### src/mffr_pkg.sv
// Package for the motor feedback frame receiver.
// Holds frame constants, status and kind codes, and the result item type.
// No dependencies.
`default_nettype none

package mffr_pkg;

    localparam int FRAME_BYTES = 10;
    localparam int STORED_BYTES = FRAME_BYTES - 1;
    localparam int IDX_W = $clog2(FRAME_BYTES);
    localparam logic [IDX_W-1:0] LAST_IDX = IDX_W'(FRAME_BYTES - 1);

    localparam logic [7:0] CRC_POLY = 8'h8C;
    localparam logic [7:0] CODE_DRIVE = 8'h65;
    localparam logic [7:0] CODE_ODOMETRY = 8'h75;
    localparam logic [7:0] CODE_MODE_76 = 8'h76;
    localparam logic [7:0] CODE_MODE_A1 = 8'hA1;
    localparam logic [7:0] MOTOR_ID_RESET = 8'h01;

    typedef enum logic [1:0] {
        ST_ACCEPTED,
        ST_ID_MISMATCH,
        ST_UNKNOWN_CODE,
        ST_CRC_MISMATCH
    } t_status;

    typedef enum logic [1:0] {
        KIND_DRIVE,
        KIND_ODOMETRY,
        KIND_MODE_76,
        KIND_MODE_A1
    } t_kind;

    typedef struct packed {
        t_status            status;
        t_kind              kind;
        logic signed [15:0] speed;
        logic signed [15:0] current;
        logic [7:0]         temp;
        logic [7:0]         fault;
        logic signed [31:0] mileage;
        logic [15:0]        position;
        logic [7:0]         mode;
    } t_result;

endpackage

`default_nettype wire

### src/mffr_crc8.sv
// Reflected CRC-8 update of one byte, polynomial 0x8C.
// Depends on mffr_pkg for the polynomial.
`default_nettype none

module mffr_crc8
    import mffr_pkg::*;
(
    input  wire logic [7:0] i_crc,
    input  wire logic [7:0] i_data,
    output logic [7:0]      o_crc
);

    logic [7:0] c;

    always_comb begin
        c = i_crc ^ i_data;
        for (int k = 0; k < 8; k++) begin
            if (c[0]) begin
                c = (c >> 1) ^ CRC_POLY;
            end else begin
                c = c >> 1;
            end
        end
        o_crc = c;
    end

endmodule

`default_nettype wire

### src/mffr_parser.sv
// Frame assembly, CRC tracking, frame check and held field value registers.
// Depends on mffr_pkg and mffr_crc8.
`default_nettype none

module mffr_parser
    import mffr_pkg::*;
(
    input  wire logic       i_clk,
    input  wire logic       i_rst_n,
    input  wire logic       i_advance,
    input  wire logic [7:0] i_byte,
    input  wire logic       i_sof,
    input  wire logic [7:0] i_motor_id,
    output logic            o_emit,
    output t_result         o_result
);

    logic [IDX_W-1:0]   r_byte_index;
    logic [7:0]         r_crc;
    logic [7:0]         r_frame [STORED_BYTES];
    logic signed [15:0] r_speed;
    logic signed [15:0] r_current;
    logic [7:0]         r_temp;
    logic [7:0]         r_fault;
    logic signed [31:0] r_mileage;
    logic [15:0]        r_position;
    logic [7:0]         r_mode;

    logic [IDX_W-1:0]   idx;
    logic [7:0]         crc_base;
    logic [7:0]         n_crc;
    logic               known;
    t_kind              kind;
    t_status            status;
    logic signed [15:0] n_speed;
    logic signed [15:0] n_current;
    logic [7:0]         n_temp;
    logic [7:0]         n_fault;
    logic signed [31:0] n_mileage;
    logic [15:0]        n_position;
    logic [7:0]         n_mode;

    assign idx      = i_sof ? '0 : r_byte_index;
    assign crc_base = i_sof ? 8'h00 : r_crc;
    assign o_emit   = (idx == LAST_IDX);

    mffr_crc8 u_crc (
        .i_crc  (crc_base),
        .i_data (i_byte),
        .o_crc  (n_crc)
    );

    always_comb begin
        known = 1'b1;
        case (r_frame[1])
            CODE_DRIVE:    kind = KIND_DRIVE;
            CODE_ODOMETRY: kind = KIND_ODOMETRY;
            CODE_MODE_76:  kind = KIND_MODE_76;
            CODE_MODE_A1:  kind = KIND_MODE_A1;
            default: begin
                kind  = KIND_DRIVE;
                known = 1'b0;
            end
        endcase

        if (r_frame[0] != i_motor_id) begin
            status = ST_ID_MISMATCH;
        end else if (!known) begin
            status = ST_UNKNOWN_CODE;
        end else if (r_crc != i_byte) begin
            status = ST_CRC_MISMATCH;
        end else begin
            status = ST_ACCEPTED;
        end

        n_speed    = r_speed;
        n_current  = r_current;
        n_temp     = r_temp;
        n_fault    = r_fault;
        n_mileage  = r_mileage;
        n_position = r_position;
        n_mode     = r_mode;
        if (status == ST_ACCEPTED) begin
            case (kind)
                KIND_DRIVE: begin
                    n_speed   = {r_frame[2], r_frame[3]};
                    n_current = {r_frame[4], r_frame[5]};
                    n_temp    = r_frame[7];
                    n_fault   = r_frame[8];
                end
                KIND_ODOMETRY: begin
                    n_mileage  = {r_frame[2], r_frame[3], r_frame[4], r_frame[5]};
                    n_position = {r_frame[6], r_frame[7]};
                end
                default: begin
                    n_mode = r_frame[2];
                end
            endcase
        end

        o_result.status   = status;
        o_result.kind     = kind;
        o_result.speed    = n_speed;
        o_result.current  = n_current;
        o_result.temp     = n_temp;
        o_result.fault    = n_fault;
        o_result.mileage  = n_mileage;
        o_result.position = n_position;
        o_result.mode     = n_mode;
    end

    always_ff @(posedge i_clk) begin
        if (!i_rst_n) begin
            r_byte_index <= '0;
            r_crc        <= 8'h00;
            r_speed      <= '0;
            r_current    <= '0;
            r_temp       <= '0;
            r_fault      <= '0;
            r_mileage    <= '0;
            r_position   <= '0;
            r_mode       <= '0;
        end else if (i_advance) begin
            if (o_emit) begin
                r_byte_index <= '0;
                r_crc        <= 8'h00;
                r_speed      <= n_speed;
                r_current    <= n_current;
                r_temp       <= n_temp;
                r_fault      <= n_fault;
                r_mileage    <= n_mileage;
                r_position   <= n_position;
                r_mode       <= n_mode;
            end else begin
                r_byte_index <= idx + 1'b1;
                r_crc        <= n_crc;
            end
        end
    end

    always_ff @(posedge i_clk) begin
        if (i_advance && !o_emit) begin
            r_frame[idx] <= i_byte;
        end
    end

endmodule

`default_nettype wire

### src/motor_feedback_frame_receiver_unit.sv
// Top level of the motor feedback frame receiver: input register, parser, result register.
// Depends on mffr_pkg and mffr_parser.
//
//   channel  | direction | handshake                 | payload
//   ---------+-----------+---------------------------+-------------------------------
//   input    | in        | i_in_valid / o_in_stall   | i_rx_byte, i_start_of_frame
//   result   | out       | o_out_valid / i_out_stall | o_frame_status .. o_motor_mode
//   config   | in        | i_cfg_valid / o_cfg_ready | i_cfg_data (motor id)
//
// One byte is accepted per cycle while o_in_stall is low; the tenth byte passes through the input
// register, and the result register loads when the parser stage advances on it.
// The parser stage waits only when it holds a tenth byte and the result register is full
// and stalled.
// Reset is synchronous and active low; it clears the counters, held values and valids.
// The motor id resets to 1 and configuration writes are always taken.
`default_nettype none

module motor_feedback_frame_receiver_unit
    import mffr_pkg::*;
(
    input  wire logic               i_clk,
    input  wire logic               i_rst_n,
    input  wire logic               i_in_valid,
    output logic                    o_in_stall,
    input  wire logic [7:0]         i_rx_byte,
    input  wire logic               i_start_of_frame,
    output logic                    o_out_valid,
    input  wire logic               i_out_stall,
    output logic [1:0]              o_frame_status,
    output logic [1:0]              o_frame_kind,
    output logic signed [15:0]      o_speed_tenths_rpm,
    output logic signed [15:0]      o_phase_current,
    output logic [7:0]              o_winding_temp,
    output logic [7:0]              o_fault_flags,
    output logic signed [31:0]      o_mileage_turns,
    output logic [15:0]             o_rotor_position,
    output logic [7:0]              o_motor_mode,
    input  wire logic               i_cfg_valid,
    output logic                    o_cfg_ready,
    input  wire logic [7:0]         i_cfg_data
);

    logic [7:0] r_motor_id_val;
    logic       r_in_valid;
    logic [7:0] r_in_byte;
    logic       r_in_sof;
    logic       r_out_valid;
    t_result    r_out;

    logic       emit;
    t_result    result;
    logic       out_free;
    logic       advance;
    logic       in_ready;

    assign out_free = !r_out_valid || !i_out_stall;
    assign advance  = r_in_valid && (!emit || out_free);
    assign in_ready = !r_in_valid || advance;

    assign o_in_stall  = !in_ready;
    assign o_cfg_ready = 1'b1;

    mffr_parser u_parser (
        .i_clk      (i_clk),
        .i_rst_n    (i_rst_n),
        .i_advance  (advance),
        .i_byte     (r_in_byte),
        .i_sof      (r_in_sof),
        .i_motor_id (r_motor_id_val),
        .o_emit     (emit),
        .o_result   (result)
    );

    always_ff @(posedge i_clk) begin
        if (!i_rst_n) begin
            r_motor_id_val <= MOTOR_ID_RESET;
        end else if (i_cfg_valid && o_cfg_ready) begin
            r_motor_id_val <= i_cfg_data;
        end
    end

    always_ff @(posedge i_clk) begin
        if (!i_rst_n) begin
            r_in_valid <= 1'b0;
        end else if (in_ready) begin
            r_in_valid <= i_in_valid;
        end
    end

    always_ff @(posedge i_clk) begin
        if (in_ready && i_in_valid) begin
            r_in_byte <= i_rx_byte;
            r_in_sof  <= i_start_of_frame;
        end
    end

    always_ff @(posedge i_clk) begin
        if (!i_rst_n) begin
            r_out_valid <= 1'b0;
        end else if (advance && emit) begin
            r_out_valid <= 1'b1;
        end else if (!i_out_stall) begin
            r_out_valid <= 1'b0;
        end
    end

    always_ff @(posedge i_clk) begin
        if (advance && emit) begin
            r_out <= result;
        end
    end

    assign o_out_valid        = r_out_valid;
    assign o_frame_status     = r_out.status;
    assign o_frame_kind       = r_out.kind;
    assign o_speed_tenths_rpm = r_out.speed;
    assign o_phase_current    = r_out.current;
    assign o_winding_temp     = r_out.temp;
    assign o_fault_flags      = r_out.fault;
    assign o_mileage_turns    = r_out.mileage;
    assign o_rotor_position   = r_out.position;
    assign o_motor_mode       = r_out.mode;

endmodule

`default_nettype wire

### config.mk
export PLATFORM = sky130hd
export DESIGN_NAME = motor_feedback_frame_receiver_unit
export DESIGN_NICKNAME = d
export VERILOG_FILES = /design/src/mffr_pkg.sv /design/src/mffr_crc8.sv /design/src/mffr_parser.sv /design/src/motor_feedback_frame_receiver_unit.sv
export SDC_FILE = /design/constraint.sdc
export NUM_CORES = 1
export LEC_CHECK = 0
export ABC_AREA = 1
export BUFFER_PORTS_ARGS = -buffer_cell sky130_fd_sc_hd__clkbuf_2
export CAP_MARGIN = 10
export CORE_UTILIZATION = 55
export CTS_CLUSTER_SIZE = 30
export DETAILED_ROUTE_END_ITERATION = 10
export PLACE_DENSITY = 0.83
export SLEW_MARGIN = 10
export SYNTH_ARGS = -nofsm -noshare
export SYNTH_HDL_FRONTEND = slang
export SYNTH_HIERARCHICAL = 1
export SYNTH_SLANG_ARGS = --single-unit
### constraint.sdc
create_clock -name i_clk -period 5.2 [get_ports i_clk]
set_input_delay 1.04 -clock i_clk [delete_from_list [all_inputs] [get_ports i_clk]]
set_output_delay 1.04 -clock i_clk [all_outputs]
set_load 0.05 [all_outputs]
==> qor.yml, run 1 <==
drt:
  drt-initial-drc-count: 1194
  final_antenna_net_count: 0
  vias: 11500
  viasPerCell: 5.26
  routedWlPerCell_um: 14.4
  wl_mm: 31.4
  drt-pass1-iter-count: 6
  drc: 0
critical_path:
  slowest_stage: "edfxtp_1"
  cp.required_ns: 4.16
  cp.arrival_ns: 2.35
  crit_path_end_kind: "primary output"
  cpPeakStageDelay_ns: 0.59
  crit_type: "reg -> out"
  reg2reg_from: "r_in_byte[2]"
  critical_path.cell_chain: "inv_1 > nand2_1 > nor2_1 > nand2_1 > inv_1 > nand4_1 > inv_1 > clkbuf_2"
  start_kind: "register"
  crit_start: "r_in_sof"
  cp_top_family: "buffers and inverters"
  cp_common_cell: "inv_1"
  critPathMaxFanout: 13
  worst-path-buf-inv: 4
synthesis:
  ys.warnings.count: 6
  synth_cell_types: 28
  synth_edf_count: 189
  synth_nets: 1757
  synth-seq-area-share: 0.568
  ys.flop_type: "edfxtp_1"
  syn_area_mm2: 0.0144
  synth_top_area_cell: "edfxtp_1"
  synthTopCellsByCount: "nand2_1 (664), inv_1 (223), edfxtp_1 (189), dfxtp_1 (126), nand3_1 (118)"
  syn_inst: 1735
  syn_area_per_cell_um2: 8.32
  synth.most_common_cell: "nand2_1"
  synthArstFlopShare: 0
  synth_top_area_frac: 0.393
  synthTopCellsByArea: "edfxtp_1 (39%), dfxtp_1 (17%), nand2_1 (17%)"
  ys_ff_latch: 315
clock_network:
  cts_buffer_depth: 3
  cts_buffers: 31
  cts_resized: 0
  cts_tree: "done"
  postCtsSetupRepairBufs: 0
  clkLatencyLatePin_ns: 0.55
  htreeDepth: 1
  hold_buffers: 0
  clk_pin_slew_worst_paths_ns: 0.06
  cts.sinks: 315
  clock-root-buffer: "clkbuf_16"
grt:
  grt_pass1_wl_mm: 50.7
  grt_pass1_vias: 10700
  antenna_found_initial: 0
  track_usage: 0.236
  grt_overflow: 0
  grt_start_max_net_pins: 111
sta:
  rsz0062_at_grt: "no"
  hold_viol_final: 0
  drv_slew: 0
  maxSlewHeadroom: 0.319
  final.setup_skew_ns: 0.00820
  setup-violations-final: 0
  worstMarginPinSlew_ns: 1.02
  finalCriticalPeriod_ns: 3.39
  fmax_mhz: 295
  fin_crit_sh: 0.652
  fin_tns_setup_ns: 0
place:
  routabilityCongestion: 0.843
  io_buffer_count: 131
  dp_hpwl_mm: 19.2
job:
  drv_cap: 0
die:
  die_w_um: 164
  core_area_mm2: 0.0255
  rows: 58
  die_area_mm2: 0.0269
  initial_utilization: 0.567
  die_h_um: 164
  design.portCount: 133
pwr:
  power_density_mw_per_mm2: 310
  finalPower_uw: 5020
  ir_worst_vdd_v: 0.000214
  p_leak_uw: 0.00775
final_layout:
  antenna_cells: 0
  nFillCells: 2002
  fin_nets: 1849
  layout-drive-gt1-share: 0.116
  fin_util: 0.636
  area_delta_synth_final_pct: 12.3
status:
  outcome: "completed"
hold_path:
  min_from: "u_parser/r_crc[2]"
  hp-class: "reg -> reg"
cell usage in the layout, fill, tap and decap left out, types with 6 or more instances in the layout:
cell type | netlist | layout
clkbuf_2 | 0 | 130
o21a_1 | 96 | 96
inv_1 | 223 | 222
a21oi_1 | 22 | 22
edfxtp_1 | 189 | 189
o21ai_0 | 103 | 103
nand3_1 | 118 | 118
clkinv_2 | 0 | 6
dfxtp_1 | 126 | 126
clkbuf_8 | 0 | 9
clkbuf_16 | 0 | 31
nand2_1 | 664 | 664
inv_2 | 11 | 10
o21ai_1 | 12 | 12
nor2_1 | 61 | 60
clkbuf_1 | 31 | 9
buf_4 | 6 | 9
worst register-to-register path: cells and delay by family, from the launching register on:
| kind | cells | cell delay (ns) |
|---|---|---|
| flops | 1 | 0.86 |
| buf+inv | 4 | 0.99 |
| simple gates | 9 | 1.47 |
worst paths after layout:
path	endpoint	slack, ns	cells after the start
worst max register to register	u_parser/r_mileage[4]	1.84	13
worst min-delay path	u_parser/r_crc[2]	0.49	2
worst min register to register	u_parser/r_crc[2]	0.49	2
worst max-delay path	o_in_stall	1.81	8
state kept, by name (all words and copies together), names as in the netlist, 16 cells and up:
| name | flops |
|---|---|
| u_parser/r_frame | 72 |
| o_mileage_turns | 32 |
| u_parser/r_mileage | 32 |
| o_phase_current | 16 |
| o_rotor_position | 16 |
| o_speed_tenths_rpm | 16 |
| u_parser/r_current | 16 |
| u_parser/r_position | 16 |
| u_parser/r_speed | 16 |
routing by layer:
layer  part of all wire  GRT usage
met1               0.43      0.304
met2               0.49      0.410
met3              0.064     0.0318
met4              0.022     0.0804
met5                  0          0
power breakdown:
part	switching [uW]	internal [uW]	leakage [uW]
combinational	104	51.6	0.00428
sequential	42.8	2660	0.00298
clock	893	1270	0.000495
final cells by class:
| type | instances | area (um2) | share of cell area |
|---|---|---|---|
| Inverter | 236 | 890 | 0.0549 |
| Tap cell | 330 | 413 | 0.0255 |
| Timing Repair Buffer | 141 | 758 | 0.0468 |
| Clock inverter | 7 | 63.8 | 0.00394 |
| Multi-Input combinational cell | 1102 | 4950 | 0.305 |
| Sequential cell | 315 | 8200 | 0.506 |
| Clock buffer | 49 | 933 | 0.0576 |
stage by stage:
| stage | worst slack [ns] | hold slack (ns) | instances | instance area, um2 |
|---|---|---|---|---|
| after floorplan | 1.40 | 0.448 | 1735 | 14400 |
| final | 1.81 | 0.487 | 2180 | 16200 |
| after detailed placement | 1.93 | 0.481 | 2124 | 15200 |
| after global routing | 1.57 | 0.512 | 2180 | 16200 |
| after CTS | 1.78 | 0.490 | 2180 | 16200 |
| after global placement | 2.00 | 0.470 | 2124 | 15200 |
logic make-up after synthesis:
logic type | share of synthesized area
other | 0.000260
flip-flops | 0.568
AO/OA/AOI/OAI | 0.0994
AND/OR/NAND/NOR | 0.237
buffers and inverters | 0.0912
XOR/XNOR | 0.00416
(Power assumes the default switching activity.)
==> inputs of run 2 (changes only) <==
==> constraint.sdc (replaced) <==
create_clock -name i_clk -period 3.2 [get_ports i_clk]
set_input_delay 0.64 -clock i_clk [delete_from_list [all_inputs] [get_ports i_clk]]
set_output_delay 0.64 -clock i_clk [all_outputs]
set_load 0.05 [all_outputs]
==> run 2 against run 1 <==
Net effect:
- clock power up 62%
- sequential share of layout area shrank 0.56 points
- count of clock-buffer cells in the layout decreased by 9
- critical path depth unchanged
- worst setup slack got worse by 1.4 ns
- final area increased by 1.1%
- combinational power is 95% higher
- via count increased by 0.44%
- register-to-register slack got worse by 1.3 ns
- first-iteration DRC count is 22% lower
- power rose by 63%
- largest power group unchanged
- highest routed layer unchanged
==> qor.yml, run 2 (same netlist as run 1, synthesis figures left out) <==
status:
  outcome: "completed"
sta:
  hold_slack_ns: 0.261  # -0.226 ns
  fmax_mhz: 355
  hold_viol_final: 0  # unchanged
  drv_slew: 0  # unchanged
  fin_tns_setup_ns: 0  # unchanged
  rsz0062_at_grt: "no"
  finalCriticalPeriod_ns: 2.82
  final.setup_skew_ns: 0.00817  # -0.0000284 ns
  worst_slack_ns: 0.380  # -1.43 ns
  fin_crit_sh: 0.881
  setup-violations-final: 0  # unchanged
  maxSlewHeadroom: 0.351  # +0.0312
  worstMarginPinSlew_ns: 0.974  # -0.0468 ns
final_layout:
  top_register: "u_parser/r_frame"
  fin_util: 0.643  # +0.00712
  area_delta_synth_final_pct: 13.5
  seq_area_mm2: 0.00820  # unchanged
  largest_reg_flops: 72  # unchanged
  nFillCells: 2045  # +2.1%
  layout.cells.most_common: "nand2_1"
  fin_nets: 1872  # +1.2%
  layout_common_cells: "nand2_1 (664), inv_1 (222), edfxtp_1 (189)"
  multi_input_area_mm2: 0.00495  # unchanged
  antenna_cells: 0  # unchanged
  stdcell_area_mm2: 0.0164  # +1.1%
  layout-drive-gt1-share: 0.125  # +0.00972
die:
  die_h_um: 164  # unchanged
  die_area_mm2: 0.0269  # unchanged
  die_w_um: 164  # unchanged
  rows: 58  # unchanged
  initial_utilization: 0.567  # unchanged
  design.portCount: 133  # unchanged
  core_area_mm2: 0.0255  # unchanged
grt:
  grt_pass1_wl_mm: 50.1  # -1.1%
  track_usage: 0.234  # -0.00265
  grt_start_max_net_pins: 109  # -1.8%
  antenna_found_initial: 0  # unchanged
  grt_overflow: 0  # unchanged
  grt_pass1_vias: 10500  # -1.7%
place:
  placed_cell_area_mm2: 0.0154  # +1.2%
  pre_cts_slack_ns: 0.314  # -1.62 ns
  routabilityCongestion: 0.843  # about the same
  dp_hpwl_mm: 20.3  # +6.0%
  io_buffer_count: 131  # unchanged
pwr:
  internal_power_uw: 6430  # +62%
  p_switching_uw: 1730  # +66%
  swShare: 0.212  # +0.00451
  power_density_mw_per_mm2: 498  # +61%
  ir_worst_vdd_v: 0.000490  # +130%
  combPwrFrac: 0.037  # +0.006
  power_frac_seq: 0.534  # -0.004
  clockPowerShare: 0.429  # -0.002
  p_leak_uw: 0.00786  # +1.4%
clock_network:
  postCtsSetupRepairBufs: 0  # unchanged
  cts_buffers: 31  # unchanged
  cts.sinks: 315  # unchanged
  cts_resized: 0  # unchanged
  cts_tree: "done"
  hold_buffers: 0  # unchanged
  cts_buffer_depth: 3  # unchanged
  clock-root-buffer: "clkbuf_16"
  htreeDepth: 1  # unchanged
  clk_pin_slew_worst_paths_ns: 0.06  # about the same
  clkLatencyLatePin_ns: 0.55  # about the same
drt:
  viasPerCell: 5.23  # -0.66%
  drt-initial-drc-count: 933  # -22%
  routedWlPerCell_um: 14.3  # -1.0%
  wl_mm: 31.4  # about the same
  final_antenna_net_count: 0  # unchanged
  drc: 0  # unchanged
  vias: 11500  # +0.44%
  drt-pass1-iter-count: 5  # -1
job:
  drv_cap: 0  # unchanged
critical_path:
  critPathMaxFanout: 5  # -8
  start_kind: "register"
  reg2reg_depth: 15  # +2
  crit_path_end_kind: "primary output"
  crit_type: "reg -> out"
  cp.arrival_ns: 2.18  # -0.17 ns
  slowest_stage: "edfxtp_1"
  cp_common_cell: "inv_1"
  reg2reg_from: "r_in_sof"
  critical_path.cell_chain: "nor2_1 > inv_1 > nor2_1 > nand2_1 > inv_1 > nand4_1 > inv_1 > clkbuf_2"
  crit_end: "o_in_stall"
  reg2reg_to: "u_parser/r_mode[4]"
  worst-path-buf-inv: 4  # unchanged
  cp_top_family: "simple AND/OR/NAND/NOR gates"
  crit_cells: 8  # unchanged
  crit_start: "r_in_sof"
  cpPeakStageDelay_ns: 0.44  # -0.15 ns
  cp.required_ns: 2.56  # -1.60 ns
  ff2ff_setup_slack_ns: 0.52  # -1.32 ns
hold_path:
  hp-class: "in -> reg"
-- run 2: power by group through the flow --
stage | logic, uW | registers (uW) | clock network (uW)
2_1_floorplan | 195 | 4430 | 0
3_3_place_gp | 285 | 4440 | 0
3_5_place_dp | 292 | 4450 | 0
4_1_cts | 294 | 4360 | 3560
5_1_grt | 337 | 4360 | 3700
6_report | 304 | 4360 | 3500
-- run 2: per-stage QoR --
step	cells	total power, uW
floorplan	1735	4630
global placement	2145	4730
detailed placement	2145	4740
CTS	2202	8210
global route	2204	8390
finish	2204	8160
-- run 2: per-layer routing --
metal / GRT usage / share of wire / up-vias
met1: 0.311 / 0.43 / 5331
met3: 0.0328 / 0.068 / 66
met5: 0 / 0 / -
li1: - / - / 5751
met4: 0.0766 / 0.026 / 0
met2: 0.393 / 0.47 / 379
-- run 2: area by class of cell --
class | count | share of cell area
Multi-Input combinational cell | 1102 | 0.302
Sequential cell | 315 | 0.500
Tap cell | 330 | 0.0252
Timing Repair Buffer | 164 | 0.0583
Inverter | 236 | 0.0544
Clock buffer | 40 | 0.0518
Clock inverter | 17 | 0.00794
-- run 2: worst min-delay path by stage --
stage	cells past startpoint	endpoint	slack, ns	startpoint
floorplan	2	r_motor_id_val[0]	0.45	r_motor_id_val[0]
global placement	2	u_parser/r_crc[6]	0.48	u_parser/r_crc[6]
detailed placement	2	u_parser/r_crc[6]	0.49	u_parser/r_crc[6]
CTS	1	r_in_byte[2]	0.23	i_rx_byte[2]
global route	1	r_in_byte[5]	0.25	i_rx_byte[5]
finish	1	r_in_byte[2]	0.26	i_rx_byte[2]
